===== src/rtl/assert_macros.svh =====
// assertion helpers, clocked on clk and disabled while rst_n is low
`ifndef ASSERT_MACROS_SVH
`define ASSERT_MACROS_SVH

// holds on every clock edge out of reset
`define NFB_ASSERT_ALWAYS(label, expr, msg) \
    label: assert property (@(posedge clk) disable iff (!rst_n) (expr)) else $error(msg);

// consequent must hold in the same cycle as the antecedent
`define NFB_ASSERT_IMPL(label, ante, cons, msg) \
    label: assert property (@(posedge clk) disable iff (!rst_n) (ante) |-> (cons)) \
        else $error(msg);

`endif


===== src/rtl/nfb_pkg.sv =====
`default_nettype none

package nfb_pkg;

    localparam int ROUND_COUNT = 36;
    localparam int CNT_W       = $clog2(ROUND_COUNT + 1);

    localparam int BLOCK_W = 64;
    localparam int KEY_W   = 128;
    localparam int RC_W    = 6;

    localparam logic REG_KEY_HIGH = 1'b0;
    localparam logic REG_KEY_LOW  = 1'b1;

    localparam logic [3:0] SBOX [0:15] = '{
        4'hc, 4'h0, 4'hf, 4'ha, 4'h2, 4'hb, 4'h9, 4'h5,
        4'h8, 4'h3, 4'hd, 4'h7, 4'h1, 4'he, 4'h6, 4'h4
    };

    localparam logic [RC_W-1:0] RC_TABLE [0:35] = '{
        6'h01, 6'h02, 6'h04, 6'h08, 6'h10, 6'h20, 6'h03, 6'h06, 6'h0c,
        6'h18, 6'h13, 6'h05, 6'h0a, 6'h14, 6'h0b, 6'h16, 6'h2c, 6'h1b,
        6'h36, 6'h2f, 6'h1d, 6'h3a, 6'h37, 6'h2d, 6'h1b, 6'h36, 6'h2f,
        6'h1d, 6'h3a, 6'h37, 6'h2d, 6'h1b, 6'h36, 6'h2f, 6'h1d, 6'h3a
    };

    function automatic logic [RC_W-1:0] round_const(input int r);
        logic [RC_W-1:0] c;
        c = '0;
        if (r >= 0 && r < 36)
        begin
            c = RC_TABLE[r];
        end
        return c;
    endfunction

    function automatic logic [15:0] sub_word(input logic [15:0] w);
        logic [15:0] r;
        for (int k = 0; k < 4; k++)
        begin
            r[4*k +: 4] = SBOX[w[4*k +: 4]];
        end
        return r;
    endfunction

    // key words kw0..kw7 sit from the top of the vector down
    function automatic logic [KEY_W-1:0] key_update(input logic [KEY_W-1:0] k);
        return {k[111:0], sub_word(k[127:112])};
    endfunction

    // nibble 0 is the top nibble of the block
    function automatic logic [BLOCK_W-1:0] round_data(
        input logic [BLOCK_W-1:0] d,
        input logic [KEY_W-1:0]   k,
        input logic [RC_W-1:0]    rc
    );
        logic [31:0]        rk;
        logic [3:0]         s;
        logic [BLOCK_W-1:0] v;
        rk = {k[111:96], k[79:64]} ^ {14'd0, rc, 12'd0} ^ {22'd0, rc, 4'd0};
        v  = d;
        for (int i = 0; i < 8; i++)
        begin
            s                 = SBOX[d[63-4*i -: 4]];
            v[63-4*i -: 4]    = s;
            v[31-4*i -: 4]    = d[31-4*i -: 4] ^ s;
        end
        return {v[59:0], v[63:60]} ^ {rk, 32'd0};
    endfunction

endpackage

`default_nettype wire


===== src/rtl/nfb_cfg.sv =====
`default_nettype none

module nfb_cfg
    import nfb_pkg::*;
(
    input  wire logic             clk,
    input  wire logic             rst_n,
    input  wire logic             cfg_valid,
    output logic                  cfg_ready,
    input  wire logic             cfg_index,
    input  wire logic [63:0]      cfg_data,
    output logic      [KEY_W-1:0] key
);

    logic [63:0] key_high_reg;
    logic [63:0] key_low_reg;
    logic [63:0] key_high_next;
    logic [63:0] key_low_next;

    assign cfg_ready = 1'b1;

    always_comb
    begin
        key_high_next = key_high_reg;
        key_low_next  = key_low_reg;
        if (cfg_valid && cfg_ready)
        begin
            unique case (cfg_index)
                REG_KEY_HIGH: key_high_next = cfg_data;
                REG_KEY_LOW:  key_low_next  = cfg_data;
                default:      key_high_next = key_high_reg;
            endcase
        end
    end

    always_ff @(posedge clk or negedge rst_n)
    begin
        if (!rst_n)
        begin
            key_high_reg <= '0;
            key_low_reg  <= '0;
        end
        else
        begin
            key_high_reg <= key_high_next;
            key_low_reg  <= key_low_next;
        end
    end

    assign key = {key_high_reg, key_low_reg};

endmodule

`default_nettype wire


===== config.mk =====
export PLATFORM = sky130hd
export DESIGN_NAME = nfb_cfg
export DESIGN_NICKNAME = d
export VERILOG_FILES = /design/src/rtl/assert_macros.svh /design/src/rtl/nfb_pkg.sv /design/src/rtl/nfb_cfg.sv
export SDC_FILE = /design/constraint.sdc
export NUM_CORES = 1
export LEC_CHECK = 0
export BUFFER_PORTS_ARGS = -buffer_cell sky130_fd_sc_hd__buf_2
export CAP_MARGIN = 20
export CELL_PAD_IN_SITES_DETAIL_PLACEMENT = 1
export CELL_PAD_IN_SITES_GLOBAL_PLACEMENT = 1
export CORE_ASPECT_RATIO = 1.5
export CORE_MARGIN = 2
export CORE_UTILIZATION = 36
export DETAILED_ROUTE_END_ITERATION = 10
export PLACE_DENSITY_LB_ADDON = 0.1
export SYNTH_ARGS = -nofsm -noshare
export SYNTH_HDL_FRONTEND = slang
export SYNTH_SLANG_ARGS = --single-unit

===== constraint.sdc =====
create_clock -name clk -period 1.1 [get_ports clk]
set_clock_uncertainty 0.2 [all_clocks]
set_input_delay 0.22 -clock clk [delete_from_list [all_inputs] [get_ports clk]]
set_output_delay 0.22 -clock clk [all_outputs]
set_load 0.05 [all_outputs]

# == Word level (Yosys, flattened, before mapping) ==
# Cells that the tools add are included.
# Widths: inputs -> output; s select.
# totals
ff_bits,128
wordCells,5
out_inout_bits,129
# op_classes
n_reduce_logical,2
bitwise,1
# ops
op,count
$reduce_and 2->1,2
$not 1->1,1

# == Logic depth before layout (Yosys ltp) ==
# depth
depth_word,2
mapped_depth,4

# == Least setup slack after synthesis ==
# No wires, ideal clock.
# synth_path
path_kind,input-to-reg
from,input port cfg_valid
to,register key_high_reg[0]
stages,4
arrival_time_ps,938
path_buffers,2
required_ps,775
setup_slack_ps,-163
cell_sequence,nor2b_4 > buf_12 > buf_12 > mux2_4
# synth_between
elab_chain_len,1
# synth_lines
element,line,text
"start, declared",nfb_cfg.sv:8,"input wire logic cfg_valid,"
$reduce_and 2->1 (no source line),-,
"end signal, assigned",nfb_cfg.sv:45,key_high_reg <= key_high_next;
"end, declared",nfb_cfg.sv:15,logic [63:0] key_high_reg;
# Every way passes these cells.
# A chain may end at the register's enable or synchronous reset.

# == Final worst setup path ==
# layout_path
from,register key_high_reg[21]
to,output port key[85]
# layout_rtl
element,line,text
"end, declared",nfb_cfg.sv:12,output logic [KEY_W-1:0] key
# No word-level cell between the ends.

==> impl_metrics.yaml <==
cells_and_area:
  n_fill_cell: 1218
  drive_above_1_share: 0.795
  antenna_cells: 0
  fin_area_mm2: 0.00944
  seq_area_mm2: 0.00329
  nets: 674
  synthToLayoutAreaGrowth_pct: 83.5
  multi_input_area_mm2: 0.00195
power_and_ir_drop:
  combPwrFrac: 0.350
  irDropWorstVdd_mv: 1.02
  power_uw: 19200
  seqPwrFrac: 0.319
  power.leakage_uw: 0.00457
  clockPowerShare: 0.331
  powerDensity_mw_per_mm2: 2040
  switching_power_uw: 6390
  p_int_uw: 12800
  switching_share: 0.332
place:
  place_ws_ns: -0.422
  portBuffers: 195
  dpl-instance-area_mm2: 0.00663
  routabilityCongestion: 0.725
  place_hpwl_um: 8570
global_routing:
  globalRouteTotalUtil: 0.200
  grt_pass1_vias: 4152
  grt_max_degree: 56
  antenna_found_initial: 0
  grt_pass1_wl_um: 23100
  overflow: 0
timing:
  hold_ws_ns: -0.00946
  period_share: 1.28
  hold_viol_final: 3
  finalMaxSlewViolations: 0
  grt_setup_unrepaired: "yes"
  setup_viol: 171
  setup_slack_ns: -0.310
  clock.fmax_ghz: 0.709
  setup-tns-final_ns: -38.00
  post-route-min-period_ns: 1.41
drt:
  dr_wl_met2_um: 9170
  drc: 0
  via_per_inst: 4.47
  wl_met1_um: 6260
  wl_um: 16500
  wire_per_inst_um: 20.3
  highest_layer: "met4"
  firstDrtPassIters: 4
  vias: 3625
  final_antenna_net_count: 0
  drt_iter0_drc: 93
  dr_wl_met3_um: 777
critical_path:
  crit_type: "reg2out"
  crit_buf_inv: 1
  ff2ff_path_depth: 3
  crit_family: "flip-flops"
  arrival_ns: 0.99
  crit_path_end_kind: "output port"
  slowest_stage: "dfrtp_1"
  crit_path_max_fanout: 2
  critPathRequiredTime_ns: 0.68
  cp_slowest_stage_delay_ns: 0.41
  r2r-start: "key_high_reg[38]$_DFFE_PN0P_"
  crit_chain: "buf_6"
  r2r-end: "key_high_reg[38]$_DFFE_PN0P_"
  ff2ff_setup_slack_ns: -0.14
  critPathLaunchType: "flop"
floorplan:
  core_area_mm2: 0.0140
  io_pins: 197
  die_area_mm2: 0.0153
  num_rows: 53
  die_h_um: 150
  die_w_um: 102
  start_util: 0.368
synth:
  syn-num-nets: 341
  netlist_top_cells_count: "dfrtp_1, mux2_4, mux2_2, buf_12, clkbuf_8"
  seq_area_frac_synth: 0.623
  synth_cells: 273
  avgSynthCellArea_um2: 18.8
  synth_top_area_share: 0.623
  yosysMostFrequentCell: "dfrtp_1"
  synth-edff-count: 0
  ys_ff_latch: 128
  yosysUniqueCellTypes: 11
  synth.area.top_cells: "dfrtp_1, mux2_4, mux2_2, buf_12, clkbuf_8"
  async_reset_ff_frac: 1.00
  yosysTopAreaCell: "dfrtp_1"
  yosys_warnings: 0
  syn_area_mm2: 0.00514
  yosys_most_used_dff: "dfrtp_1"
clock_tree:
  cts_max_path_buffers: 2
  ctsHoldBuffers: 65
  clockRootBuffer: "clkbuf_16"
  cts_tree: "yes"
  clk_pin_slew_worst_paths_ns: 0.06
  cts_made_buffers: 17
  ctsHtreeMaxLevel: 4
  clk-insertion-delay-late_ns: 0.40
  clkSinkCount: 128
min_path:
  hold_class: "in2async"
outcome:
  failed_checks: "negative hold slack, negative setup slack"
  status: "complete, but fails checks"
flow_run:
  cap_violations: 0
-- through the flow --
step                 util  cells
detailed placement  0.474    657
floorplan               -    273
finish              0.675    811
CTS                 0.643    780
global placement    0.474    657
global route        0.675    811
-- layout make-up --
class,count,area share
flip-flops and latches,128,0.348
repair buffers,328,0.348
multi-input cells,131,0.207
clock buffers,21,0.0498
well taps,192,0.0255
clock inverters,11,0.0212
-- power groups by stage --
stage	sequential (uW)	clock (uW)	combinational [uW]
after floorplan	8420	0	1290
after global placement	5950	0	4940
after detailed placement	5960	0	4990
after CTS	6070	6480	6300
after global routing	6210	6700	6980
final	6130	6370	6720
-- how the worst max path moves through the flow --
| stage | start | end | cells past startpoint |
|---|---|---|---|
| final | key_high_reg[21]$_DFFE_PN0P_ | key[85] | 1 |
| after global routing | key_high_reg[21]$_DFFE_PN0P_ | key[85] | 1 |
| after global placement | cfg_index | key_high_reg[62]$_DFFE_PN0P_ | 4 |
| after floorplan | cfg_valid | key_high_reg[0]$_DFFE_PN0P_ | 4 |
| after detailed placement | cfg_valid | key_high_reg[60]$_DFFE_PN0P_ | 4 |
| after CTS | key_low_reg[18]$_DFFE_PN0P_ | key[18] | 1 |
-- metal layers --
metal,GRT usage,vias up
li1,-,1620
met1,0.233,1863
met2,0.351,127
met3,0.0483,15
met4,0.0723,0
met5,0,-
-- kinds of logic after synthesis --
family        Yosys count  synth area share
mux                   128             0.328
flops                 128             0.623
buf+inv                14            0.0438
simple gates            2           0.00487
other cells             1          0.000729
-- cells in the final DEF (no fill, tap or decap), drive strengths merged --
cell type,instances
conb,1
nand2,1
dfrtp,128
clkinvlp,2
inv,3
nor2b,1
clkbuf,23
buf,261
mux2,128
clkinv,1
bufinv,5
dlygate4sd3,65
-- repair_timing --
action / CTS / global route
endpoints found under the setup margin: 128 / 157
resized for setup: 270 / 38
cloned: 0 / 4
setup buffers: 26 / 35
hold endpoints to repair: 256 / 3
(Power assumes the default switching activity.)
