### src/rtl/assert_macros.svh
// assertion helpers, clocked on clk and disabled while rst_n is low
`ifndef ASSERT_MACROS_SVH
`define ASSERT_MACROS_SVH

// holds on every clock edge out of reset
`define NFB_ASSERT_ALWAYS(label, expr, msg) \
    label: assert property (@(posedge clk) disable iff (!rst_n) (expr)) else $error(msg);

// consequent must hold in the same cycle as the antecedent
`define NFB_ASSERT_IMPL(label, ante, cons, msg) \
    label: assert property (@(posedge clk) disable iff (!rst_n) (ante) |-> (cons)) \
        else $error(msg);

`endif

### src/rtl/nfb_pkg.sv
`default_nettype none

package nfb_pkg;

    localparam int ROUND_COUNT = 36;
    localparam int CNT_W       = $clog2(ROUND_COUNT + 1);

    localparam int BLOCK_W = 64;
    localparam int KEY_W   = 128;
    localparam int RC_W    = 6;

    localparam logic REG_KEY_HIGH = 1'b0;
    localparam logic REG_KEY_LOW  = 1'b1;

    localparam logic [3:0] SBOX [0:15] = '{
        4'hc, 4'h0, 4'hf, 4'ha, 4'h2, 4'hb, 4'h9, 4'h5,
        4'h8, 4'h3, 4'hd, 4'h7, 4'h1, 4'he, 4'h6, 4'h4
    };

    localparam logic [RC_W-1:0] RC_TABLE [0:35] = '{
        6'h01, 6'h02, 6'h04, 6'h08, 6'h10, 6'h20, 6'h03, 6'h06, 6'h0c,
        6'h18, 6'h13, 6'h05, 6'h0a, 6'h14, 6'h0b, 6'h16, 6'h2c, 6'h1b,
        6'h36, 6'h2f, 6'h1d, 6'h3a, 6'h37, 6'h2d, 6'h1b, 6'h36, 6'h2f,
        6'h1d, 6'h3a, 6'h37, 6'h2d, 6'h1b, 6'h36, 6'h2f, 6'h1d, 6'h3a
    };

    function automatic logic [RC_W-1:0] round_const(input int r);
        logic [RC_W-1:0] c;
        c = '0;
        if (r >= 0 && r < 36)
        begin
            c = RC_TABLE[r];
        end
        return c;
    endfunction

    function automatic logic [15:0] sub_word(input logic [15:0] w);
        logic [15:0] r;
        for (int k = 0; k < 4; k++)
        begin
            r[4*k +: 4] = SBOX[w[4*k +: 4]];
        end
        return r;
    endfunction

    // key words kw0..kw7 sit from the top of the vector down
    function automatic logic [KEY_W-1:0] key_update(input logic [KEY_W-1:0] k);
        return {k[111:0], sub_word(k[127:112])};
    endfunction

    // nibble 0 is the top nibble of the block
    function automatic logic [BLOCK_W-1:0] round_data(
        input logic [BLOCK_W-1:0] d,
        input logic [KEY_W-1:0]   k,
        input logic [RC_W-1:0]    rc
    );
        logic [31:0]        rk;
        logic [3:0]         s;
        logic [BLOCK_W-1:0] v;
        rk = {k[111:96], k[79:64]} ^ {14'd0, rc, 12'd0} ^ {22'd0, rc, 4'd0};
        v  = d;
        for (int i = 0; i < 8; i++)
        begin
            s                 = SBOX[d[63-4*i -: 4]];
            v[63-4*i -: 4]    = s;
            v[31-4*i -: 4]    = d[31-4*i -: 4] ^ s;
        end
        return {v[59:0], v[63:60]} ^ {rk, 32'd0};
    endfunction

endpackage

`default_nettype wire

### src/rtl/nfb_round.sv
`default_nettype none
`include "assert_macros.svh"

module nfb_round
    import nfb_pkg::*;
(
    input  wire logic               clk,
    input  wire logic               rst_n,
    input  wire logic               in_valid,
    output logic                    in_ready,
    input  wire logic [BLOCK_W-1:0] in_data,
    input  wire logic [KEY_W-1:0]   in_key,
    input  wire logic [RC_W-1:0]    rc,
    output logic                    out_valid,
    input  wire logic               out_ready,
    output logic      [BLOCK_W-1:0] out_data,
    output logic      [KEY_W-1:0]   out_key
);

    logic               valid_reg;
    logic [BLOCK_W-1:0] data_reg;
    logic [KEY_W-1:0]   key_reg;
    logic [BLOCK_W-1:0] data_next;
    logic [KEY_W-1:0]   key_next;

    assign in_ready  = !valid_reg || out_ready;
    assign data_next = round_data(in_data, in_key, rc);
    assign key_next  = key_update(in_key);

    always_ff @(posedge clk or negedge rst_n)
    begin
        if (!rst_n)
        begin
            valid_reg <= 1'b0;
        end
        else if (in_ready)
        begin
            valid_reg <= in_valid;
        end
    end

    // payload only moves with a request
    always_ff @(posedge clk)
    begin
        if (in_valid && in_ready)
        begin
            data_reg <= data_next;
            key_reg  <= key_next;
        end
    end

    assign out_valid = valid_reg;
    assign out_data  = data_reg;
    assign out_key   = key_reg;

    `NFB_ASSERT_IMPL(a_no_overwrite, valid_reg && !out_ready, !in_ready, "stage overwritten while held")

endmodule

`default_nettype wire

### config.mk
export PLATFORM = sky130hd
export DESIGN_NAME = nfb_round
export DESIGN_NICKNAME = d
export VERILOG_FILES = /design/src/rtl/nfb_pkg.sv /design/src/rtl/nfb_round.sv
export VERILOG_INCLUDE_DIRS = /design/src /design/src/rtl
export SDC_FILE = /design/constraint.sdc
export NUM_CORES = 1
export LEC_CHECK = 0
export ABC_AREA = 1
export BUFFER_PORTS_ARGS = -buffer_cell sky130_fd_sc_hd__clkbuf_2
export CAP_MARGIN = 10
export CORE_AREA = 2 2 152 154
export DETAILED_ROUTE_END_ITERATION = 6
export DIE_AREA = 0 0 154 156
export GPL_TIMING_DRIVEN = 0
export PLACE_DENSITY = 0.71
export SLEW_MARGIN = 20
export SYNTH_ARGS = -nofsm -noshare
export SYNTH_HDL_FRONTEND = slang
export SYNTH_SLANG_ARGS = --single-unit
### constraint.sdc
create_clock -name clk -period 23.7 [get_ports clk]
set_input_delay 2.37 -clock clk [delete_from_list [all_inputs] [get_ports clk]]
set_output_delay 2.37 -clock clk [all_outputs]
set_load 0.03 [all_outputs]
; Word level (Yosys, flattened, before mapping)
; Memory sizes are Yosys's and may differ from the RTL's. A register that Yosys moved wholly into a read port is not among the register bits.
; Index checks and enable logic that the tools add are counted.
[word_totals]
romBits = 768
latchBits = 0
ff_bits = 193
mem_bits_rw = 0
in_bits = 202
output_inout_bits = 194
n_memories = 12
wordCells = 77
[op_classes]
n_mux = 24
mul = 0
n_eq_ne = 0
n_lt_le_gt_ge = 12
reduce_logical = 3
n_bitwise = 23
n_shift = 0
add_sub_neg = 0
div = 0
[memory_table]
columns = name, words, width, read_ports, rd_clocked_by_memory_dff, wr, line_no
row1 = (name not given), 16, 4, 1, 1, 0, nfb_pkg.sv:41  ; r[4*k +: 4] = SBOX[w[4*k +: 4]];
row2 = (name not given), 16, 4, 1, 1, 0, nfb_pkg.sv:41
row3 = (name not given), 16, 4, 1, 1, 0, nfb_pkg.sv:41
row4 = (name not given), 16, 4, 1, 1, 0, nfb_pkg.sv:41
row5 = (name not given), 16, 4, 1, 0, 0, nfb_pkg.sv:64  ; s = SBOX[d[63-4*i -: 4]];
row6 = (name not given), 16, 4, 1, 0, 0, nfb_pkg.sv:64
row7 = +6 memories, -, -, -, -, -, -
[ops]
columns = operator, n
row1 = $mux W4, 24
row2 = $xor A64 B64 Y64, 1
row3 = $ge A5 B5 Y1 const B, 12
row4 = $not A4 Y5, 12
row5 = $xor A32 B10 Y32, 1
row6 = $xor A32 B18 Y32, 1
row7 = $xor A4 B4 Y4, 8
row8 = $logic_and A1 B1 Y1, 1
row9 = $logic_not A1 Y1, 1
row10 = $logic_or A1 B1 Y1, 1

; Depth between registers and ports, before layout
; Gate-level depths: netlist of run 1.
[depth]
word_depth = 6
ltp_mapped = 9
mapped_depth_nobuf = 9

; Worst setup path after synthesis of run 1
; Ideal clock, no wire load.
[synth_path]
path_kind = input port to flip-flop
startpoint = input in_valid
endpoint = register data_reg[0] (netlist: out_data[0]), enable pin
path_slack_ps = 11261
n_path_buf = 0
path_stages = 2
t_arrival_ps = 11631
path_cell_list = inv_1 > a21oi_1
[synth_via]
elab_chain_len = 1
[synth_rtl]
columns = item, line_no
row1 = from (decl), nfb_round.sv:9  ; input wire logic in_valid,
row2 = $logic_and A1 B1 Y1, nfb_round.sv:45  ; if (in_valid && in_ready)
row3 = to (signal assigned), nfb_round.sv:47  ; data_reg <= data_next;
row4 = to (decl), nfb_round.sv:21  ; logic [BLOCK_W-1:0] data_reg;
; Every way passes these cells.
; A chain may end at the register's enable or synchronous reset.

; Final worst setup path of run 1
[layout_path]
startpoint = input out_ready
endpoint = output in_ready
[layout_via]
elab_chain_len = 1
[layout_rtl]
columns = item, line_no
row1 = from (decl), nfb_round.sv:15  ; input wire logic out_ready,
row2 = $logic_or A1 B1 Y1, nfb_round.sv:26  ; assign in_ready = !valid_reg || out_ready;
row3 = to (decl), nfb_round.sv:10  ; output logic in_ready,
; Every way passes these cells.

==> impl_metrics.env, run 1 <==
export IMPL_use_met3=0.0539
export IMPL_syn_to_final_growth_pct=33.7
export IMPL_cts_sinks=193
export IMPL_grt_pass1_wl_mm=35.1
export IMPL_avgRoutedWirePerCell_um=14.6
export IMPL_grt_start_max_net_pins=27
export IMPL_drv_slew=0
export IMPL_drt_iter0_drc=301
export IMPL_finalSetupTns_ns=0
export IMPL_use_met2=0.325
export IMPL_p_leak_nw=6.15
export IMPL_via_count=7429
export IMPL_status="completed"
export IMPL_cellPowerDensity_mw_per_mm2=68.0
export IMPL_gr_usage_met1=0.209
export IMPL_netlist_top_cells_count="nand2_1 (280), edfxtp_1 (192), inv_1 (80), nand3_1 (70), ha_1 (60)"
export IMPL_synth_area_leader_cell="edfxtp_1"
export IMPL_clk_path_buf_depth=2
export IMPL_seq_area_mm2=0.00579
export IMPL_synth_area_per_cell_um2=11.1
export IMPL_crit_required_ns=21.33
export IMPL_core_mm2=0.0224
export IMPL_fmax_mhz=193
export IMPL_rrSetupSlack_ns=21.57
export IMPL_drc=0
export IMPL_cts_setup_buffers=0
export IMPL_post_route_period_util=0.219
export IMPL_hold_slack_ns=0.611
export IMPL_relSlewSlack=0.538
export IMPL_rsz0062_at_grt="no"
export IMPL_maxCapViolCount=0
export IMPL_clock_root_buffer="clkbuf_16"
export IMPL_synth_seq_cells=193
export IMPL_cts_htree_levels=4
export IMPL_ys_seq_area_frac=0.620
export IMPL_hold_buffers=0
export IMPL_cts_resized_gates=0
export IMPL_synth_warnings=0
export IMPL_cts_inserted_buffers=17
export IMPL_synth_enable_flop_cells=192
export IMPL_synth_nets=1104
export IMPL_finalHoldViolations=0
export IMPL_grt_usage=0.186
export IMPL_synthFlopType="edfxtp_1"
export IMPL_nFillCells=1949
export IMPL_synth_area_mm2=0.00934
export IMPL_dp_hpwl_mm=18.8
export IMPL_dr_pass1_iters=6
export IMPL_viasPerCell=4.74
export IMPL_fp_dieW_um=154
export IMPL_clock_skew_ns=0.0108
export IMPL_worst_pin_slew_ns=0.691
export IMPL_synth_top_area_frac=0.617
export IMPL_ys_top_cells_by_area="edfxtp_1 (62%), nand2_1 (11%), ha_1 (8.0%)"
export IMPL_critPathMaxFanout=2
export IMPL_dieArea_mm2=0.0240
export IMPL_grt_pass1_vias=7064
export IMPL_crit_arrival_ns=2.81
export IMPL_die_y_um=156
export IMPL_final_antenna_net_count=0
export IMPL_antenna_found_initial=7
export IMPL_vdd_drop_max_v=0.0000434
export IMPL_drive_gt1_frac=0.382
export IMPL_synth_most_common_cell="nand2_1"
export IMPL_synthDistinctLibCells=17
export IMPL_fp_row_count=55
export IMPL_setup_violations_final=0
export IMPL_worstSetupStartpointType="input pin"
export IMPL_endpoint_kind="output pin"
export IMPL_globalplace_congestion=0.867
export IMPL_ios=396
export IMPL_initial_core_util=0.418
export IMPL_min_path_type="reg2reg"
export IMPL_grt_busiest_layer="met2"
export IMPL_wl_mm=22.9
export IMPL_cts_tree="built"
export IMPL_period_needed_ns=5.18
export IMPL_fin_nets=1527
export IMPL_clk_insertion_delay_late_ns=0.42
export IMPL_cts_clk_slew_worst_paths_ns=0.08
export IMPL_grt_ovfl_total=0
export IMPL_multi_input_area_mm2=0.00322
export IMPL_port_buffer_count=395
export IMPL_synthArstFlopShare=0.00518
export IMPL_synthCells=842
export IMPL_critical_path_class="in2out"
==> layout by cell type, fill, tap and decap left out, drive strengths merged <==
cell	count
a21oi	13
buf	9
bufinv	1
clkbuf	413
clkinv	3
clkinvlp	4
dfrtp	1
diode	4
edfxtp	192
ha	60
inv	97
nand2	299
nand3	93
nand3b	36
nor2	12
o21a	4
o21ai	24
xnor2	14
xor2	2
==> registers in the layout, summed over array words and instances, names as in the netlist <==
name	cells
out_data	64
out_key	128
out_valid	1
==> worst max-delay path, stage by stage <==
cell and delay (ns):
clkbuf_2 0.08, inv_1 0.09, nand2_1 0.08, clkbuf_2 0.19
==> metal layers <==
layer / vias up / routed length [um]
met5: - / 27
met4: 4 / 794
met3: 49 / 1620
met2: 267 / 11600
met1: 3407 / 8850
li1: 3702 / -
==> cells by family (layout without fill, tap and decap cells) <==
| logic type | Yosys count | in the layout | synth area share |
|---|---|---|---|
| fa+ha+maj | 60 | 60 | 0.0804 |
| flops | 193 | 193 | 0.620 |
| other cells | 0 | 4 | 0 |
| xor+xnor | 16 | 16 | 0.0150 |
| buf+inv | 92 | 527 | 0.0370 |
| simple gates | 440 | 440 | 0.225 |
| compound gates | 41 | 41 | 0.0230 |
==> layout make-up <==
class / count / share of cell area
sequential: 193 / 0.463
multi-input combinational: 557 / 0.258
timing repair buffer: 404 / 0.177
clock inverter: 13 / 0.0105
inverter: 92 / 0.0276
clock buffer: 18 / 0.0344
antenna: 4 / 0.000801
tap: 285 / 0.0285
==> worst paths after layout <==
| kind | startpoint | endpoint | depth (start not counted) |
|---|---|---|---|
| worst min register to register | out_valid$_DFFE_PN0P_ | out_valid$_DFFE_PN0P_ | 2 |
| min in group asynchronous | rst_n | out_valid$_DFFE_PN0P_ | 1 |
| worst max-delay path | out_ready | in_ready | 4 |
| max in group asynchronous | rst_n | out_valid$_DFFE_PN0P_ | 1 |
| worst max register to register | out_valid$_DFFE_PN0P_ | out_data[25]$_DFFE_PP_ | 5 |
| worst min-delay path | out_valid$_DFFE_PN0P_ | out_valid$_DFFE_PN0P_ | 2 |
==> metrics by stage <==
stage / power [mW] / cell area (um^2) / setup slack (ns) / cells / util
after global placement: 0.579 / 11700 / 7.45 / 1522 / 0.522
after detailed placement: 0.579 / 11900 / 18.51 / 1531 / 0.533
after CTS: 0.860 / 12500 / 18.51 / 1562 / 0.558
final: 0.849 / 12500 / 18.52 / 1566 / 0.559
after floorplan: 0.522 / 9340 / 11.26 / 842 / -
after global routing: 0.888 / 12500 / 18.50 / 1564 / 0.558
==> where the power goes <==
group | leakage, nW | switching (mW) | internal, mW
combinational | 4.04 | 0.109 | 0.0523
sequential | 1.84 | 0.00582 | 0.404
clock | 0.264 | 0.131 | 0.147
(Power assumes the default switching activity.)
==> run 2: changes to the inputs <==
--- a/config.mk
+++ b/config.mk
@@ -6,14 +6,14 @@
 export SDC_FILE = /design/constraint.sdc
 export NUM_CORES = 1
 export LEC_CHECK = 0
-export ABC_AREA = 1
+export ABC_AREA = 0
 export BUFFER_PORTS_ARGS = -buffer_cell sky130_fd_sc_hd__clkbuf_2
 export CAP_MARGIN = 10
-export CORE_AREA = 2 2 152 154
+export CORE_AREA = 2 2 154 156
 export DETAILED_ROUTE_END_ITERATION = 6
-export DIE_AREA = 0 0 154 156
+export DIE_AREA = 0 0 156 158
 export GPL_TIMING_DRIVEN = 0
-export PLACE_DENSITY = 0.71
+export PLACE_DENSITY = 0.69
 export SLEW_MARGIN = 20
 export SYNTH_ARGS = -nofsm -noshare
 export SYNTH_HDL_FRONTEND = slang
==> constraint.sdc (replaced) <==
create_clock -name clk -period 4.2 [get_ports clk]
set_input_delay 0.42 -clock clk [delete_from_list [all_inputs] [get_ports clk]]
set_output_delay 0.42 -clock clk [all_outputs]
set_load 0.03 [all_outputs]
==> run 2 against run 1 <==
Largest cell class unchanged. Critical path depth shrank 1. Worst setup slack lost 16 ns. Critical path type is now reg2reg. Routed wire length shrank 11%.
==> impl_metrics.env, run 2 <==
export IMPL_status="completed"
export IMPL_crit_family="simple AND/OR/NAND/NOR gates"
export IMPL_synth_warnings=0
export IMPL_avgRoutedWirePerCell_um=15.9
export IMPL_clk_insertion_delay_late_ns=0.42
export IMPL_crit_buf_inv=1
export IMPL_via_count=5929
export IMPL_cts_tree="built"
export IMPL_synth_area_leader_cell="edfxtp_1"
export IMPL_clock_root_buffer="clkbuf_16"
export IMPL_synth_top_area_frac=0.664
export IMPL_hold_slack_ns=0.173
export IMPL_cp_cell_sequence="nand2b_1, and2_4, buf_16"
export IMPL_final_antenna_net_count=0
export IMPL_cts_htree_levels=4
export IMPL_synthDistinctLibCells=30
export IMPL_relSlewSlack=0.578
export IMPL_globalplace_congestion=0.816
export IMPL_worst_pin_slew_ns=0.634
export IMPL_ys_top_cells_by_area="edfxtp_1 (66%), ha_1 (8.6%), xnor2_1 (5.9%)"
export IMPL_initial_core_util=0.377
export IMPL_cts_setup_buffers=0
export IMPL_critical_path_class="reg2reg"
export IMPL_ios=396
export IMPL_place_ws_ns=2.20
export IMPL_clk_path_buf_depth=2
export IMPL_cts_resized_gates=0
export IMPL_synthCells=565
export IMPL_netlist_top_cells_count="edfxtp_1 (192), ha_1 (60), xnor2_1 (58), inv_1 (40), a21oi_1 (34)"
export IMPL_multi_input_area_mm2=0.00266
export IMPL_synth_area_per_cell_um2=15.4
export IMPL_slowest_stage="and2_4"
export IMPL_layout_setup_ws_ns=2.39
export IMPL_endpoint_kind="flip-flop"
export IMPL_p_leak_nw=5.08
export IMPL_grt_pass1_vias=5659
export IMPL_grt_start_max_net_pins=59
export IMPL_final_cell_area_mm2=0.0116
export IMPL_vdd_drop_max_v=0.000232
export IMPL_die_y_um=158
export IMPL_syn_to_final_growth_pct=34.2
export IMPL_synth_most_common_cell="edfxtp_1"
export IMPL_min_path_cells=1
export IMPL_grt_usage=0.157
export IMPL_core_mm2=0.0231
export IMPL_port_buffer_count=388
export IMPL_critical_path_cell_count=3
export IMPL_grt_ovfl_total=0
export IMPL_cellPowerDensity_mw_per_mm2=410
export IMPL_seq_area_mm2=0.00579
export IMPL_wl_mm=20.3
export IMPL_drive_gt1_frac=0.446
export IMPL_crit_arrival_ns=1.90
export IMPL_maxCapViolCount=0
export IMPL_rsz0062_at_grt="no"
export IMPL_largest_reg_flops=128
export IMPL_drc=0
export IMPL_drv_slew=0
export IMPL_dr_pass1_iters=4
export IMPL_dieArea_mm2=0.0246
export IMPL_mostFrequentLayoutCells="clkbuf_2 (388), edfxtp_1 (192), ha_1 (60), xnor2_1 (58), inv_1 (40)"
export IMPL_cts_sinks=193
export IMPL_fmax_mhz=552
export IMPL_antenna_found_initial=1
export IMPL_post_route_period_util=0.432
export IMPL_cts_inserted_buffers=17
export IMPL_fp_row_count=56
export IMPL_synthArstFlopShare=0.00518
export IMPL_cts_clk_slew_worst_paths_ns=0.08
export IMPL_fin_nets=1238
export IMPL_reg2reg_depth=3
export IMPL_drt_iter0_drc=288
export IMPL_clock_skew_ns=0.00850
export IMPL_dpl_cell_area_mm2=0.0111
export IMPL_crit_required_ns=4.29
export IMPL_layout_commonest_cell="clkbuf_2"
export IMPL_grt_pass1_wl_mm=29.4
export IMPL_nFillCells=1980
export IMPL_worstSetupStartpointType="flip-flop"
export IMPL_synth_nets=827
export IMPL_synth_enable_flop_cells=192
export IMPL_viasPerCell=4.64
export IMPL_synth_seq_cells=193
export IMPL_ys_seq_area_frac=0.667
export IMPL_min_path_type="in2reg"
export IMPL_finalHoldViolations=0
export IMPL_synthFlopType="edfxtp_1"
export IMPL_setup_violations_final=0
export IMPL_total_power_mw=4.77
export IMPL_period_needed_ns=1.81
export IMPL_dp_hpwl_mm=16.0
export IMPL_fp_dieW_um=156
export IMPL_critPathMaxFanout=58
export IMPL_max_stage_delay_ns=0.57
export IMPL_synth_area_mm2=0.00868
-- run 2: changes by cell type after synthesis, moves of 18 or more --
cell	change
a211oi_1	+18
nand2_1	-259
inv_1	-40
xnor2_1	+44
nand3_1	-70
a21oi_1	+21
nand3b_1	-36
nand3_2	-23
-- run 2: worst paths after layout --
kind / startpoint / endpoint / slack (ns)
worst max-delay path: out_valid$_DFFE_PN0P_ / out_data[53]$_DFFE_PP_ / 2.39
worst min-delay path: in_key[93] / out_key[109]$_DFFE_PP_ / 0.17
worst max register to register: out_valid$_DFFE_PN0P_ / out_data[53]$_DFFE_PP_ / 2.39
worst min register to register: out_valid$_DFFE_PN0P_ / out_valid$_DFFE_PN0P_ / 0.58
max in group asynchronous: rst_n / out_valid$_DFFE_PN0P_ / 3.78
min in group asynchronous: rst_n / out_valid$_DFFE_PN0P_ / 0.34
-- run 2: cell families (layout without fill, tap and decap cells) --
logic type,Yosys count,after routing,synth area share
other,0,1,0
AO/OA/AOI/OAI,93,93,0.0659
flip-flops,193,193,0.667
AND/OR/NAND/NOR,64,64,0.0346
multiplexers,25,25,0.0419
buffers and inverters,54,477,0.0272
adder cells (fa/ha/maj),60,60,0.0865
XOR/XNOR,76,76,0.0767
-- run 2: area by class of cell --
cell class                 count  share of cell area
clock buffer                  17              0.0365
clock inverter                14              0.0124
multi-input combinational    318               0.228
tap                          290              0.0312
inverter                      41              0.0132
timing repair buffer         392               0.174
sequential                   193               0.497
antenna                        1            0.000215
buffer                        13             0.00709
-- run 2: metrics by stage --
stage / std cells / util / setup TNS, ns
after floorplan: 565 / - / 0
after CTS: 1278 / 0.505 / 0
after global placement: 1243 / 0.477 / -40.07
after global routing: 1278 / 0.505 / 0
final: 1279 / 0.505 / 0
after detailed placement: 1246 / 0.480 / 0
-- run 2: what timing repair did --
item	in CTS	in global routing
endpoints found under the hold margin	1	0
hold buffers	1	0
endpoints found under the setup margin	0	0
-- run 2: power by group --
group / switching [mW] / total, mW / leakage (nW) / internal, mW
Combinational: 0.565 / 0.863 / 2.97 / 0.298
Sequential: 0.0317 / 2.33 / 1.84 / 2.30
Clock: 0.786 / 1.58 / 0.277 / 0.792
-- run 2: per-layer routing --
metal	global-route usage	part of all wire	up-vias
met1	0.175	0.38	2771
li1	-	-	2885
met2	0.279	0.51	258
met4	0.0450	0.013	0
met3	0.0619	0.092	15
met5	0	0	-
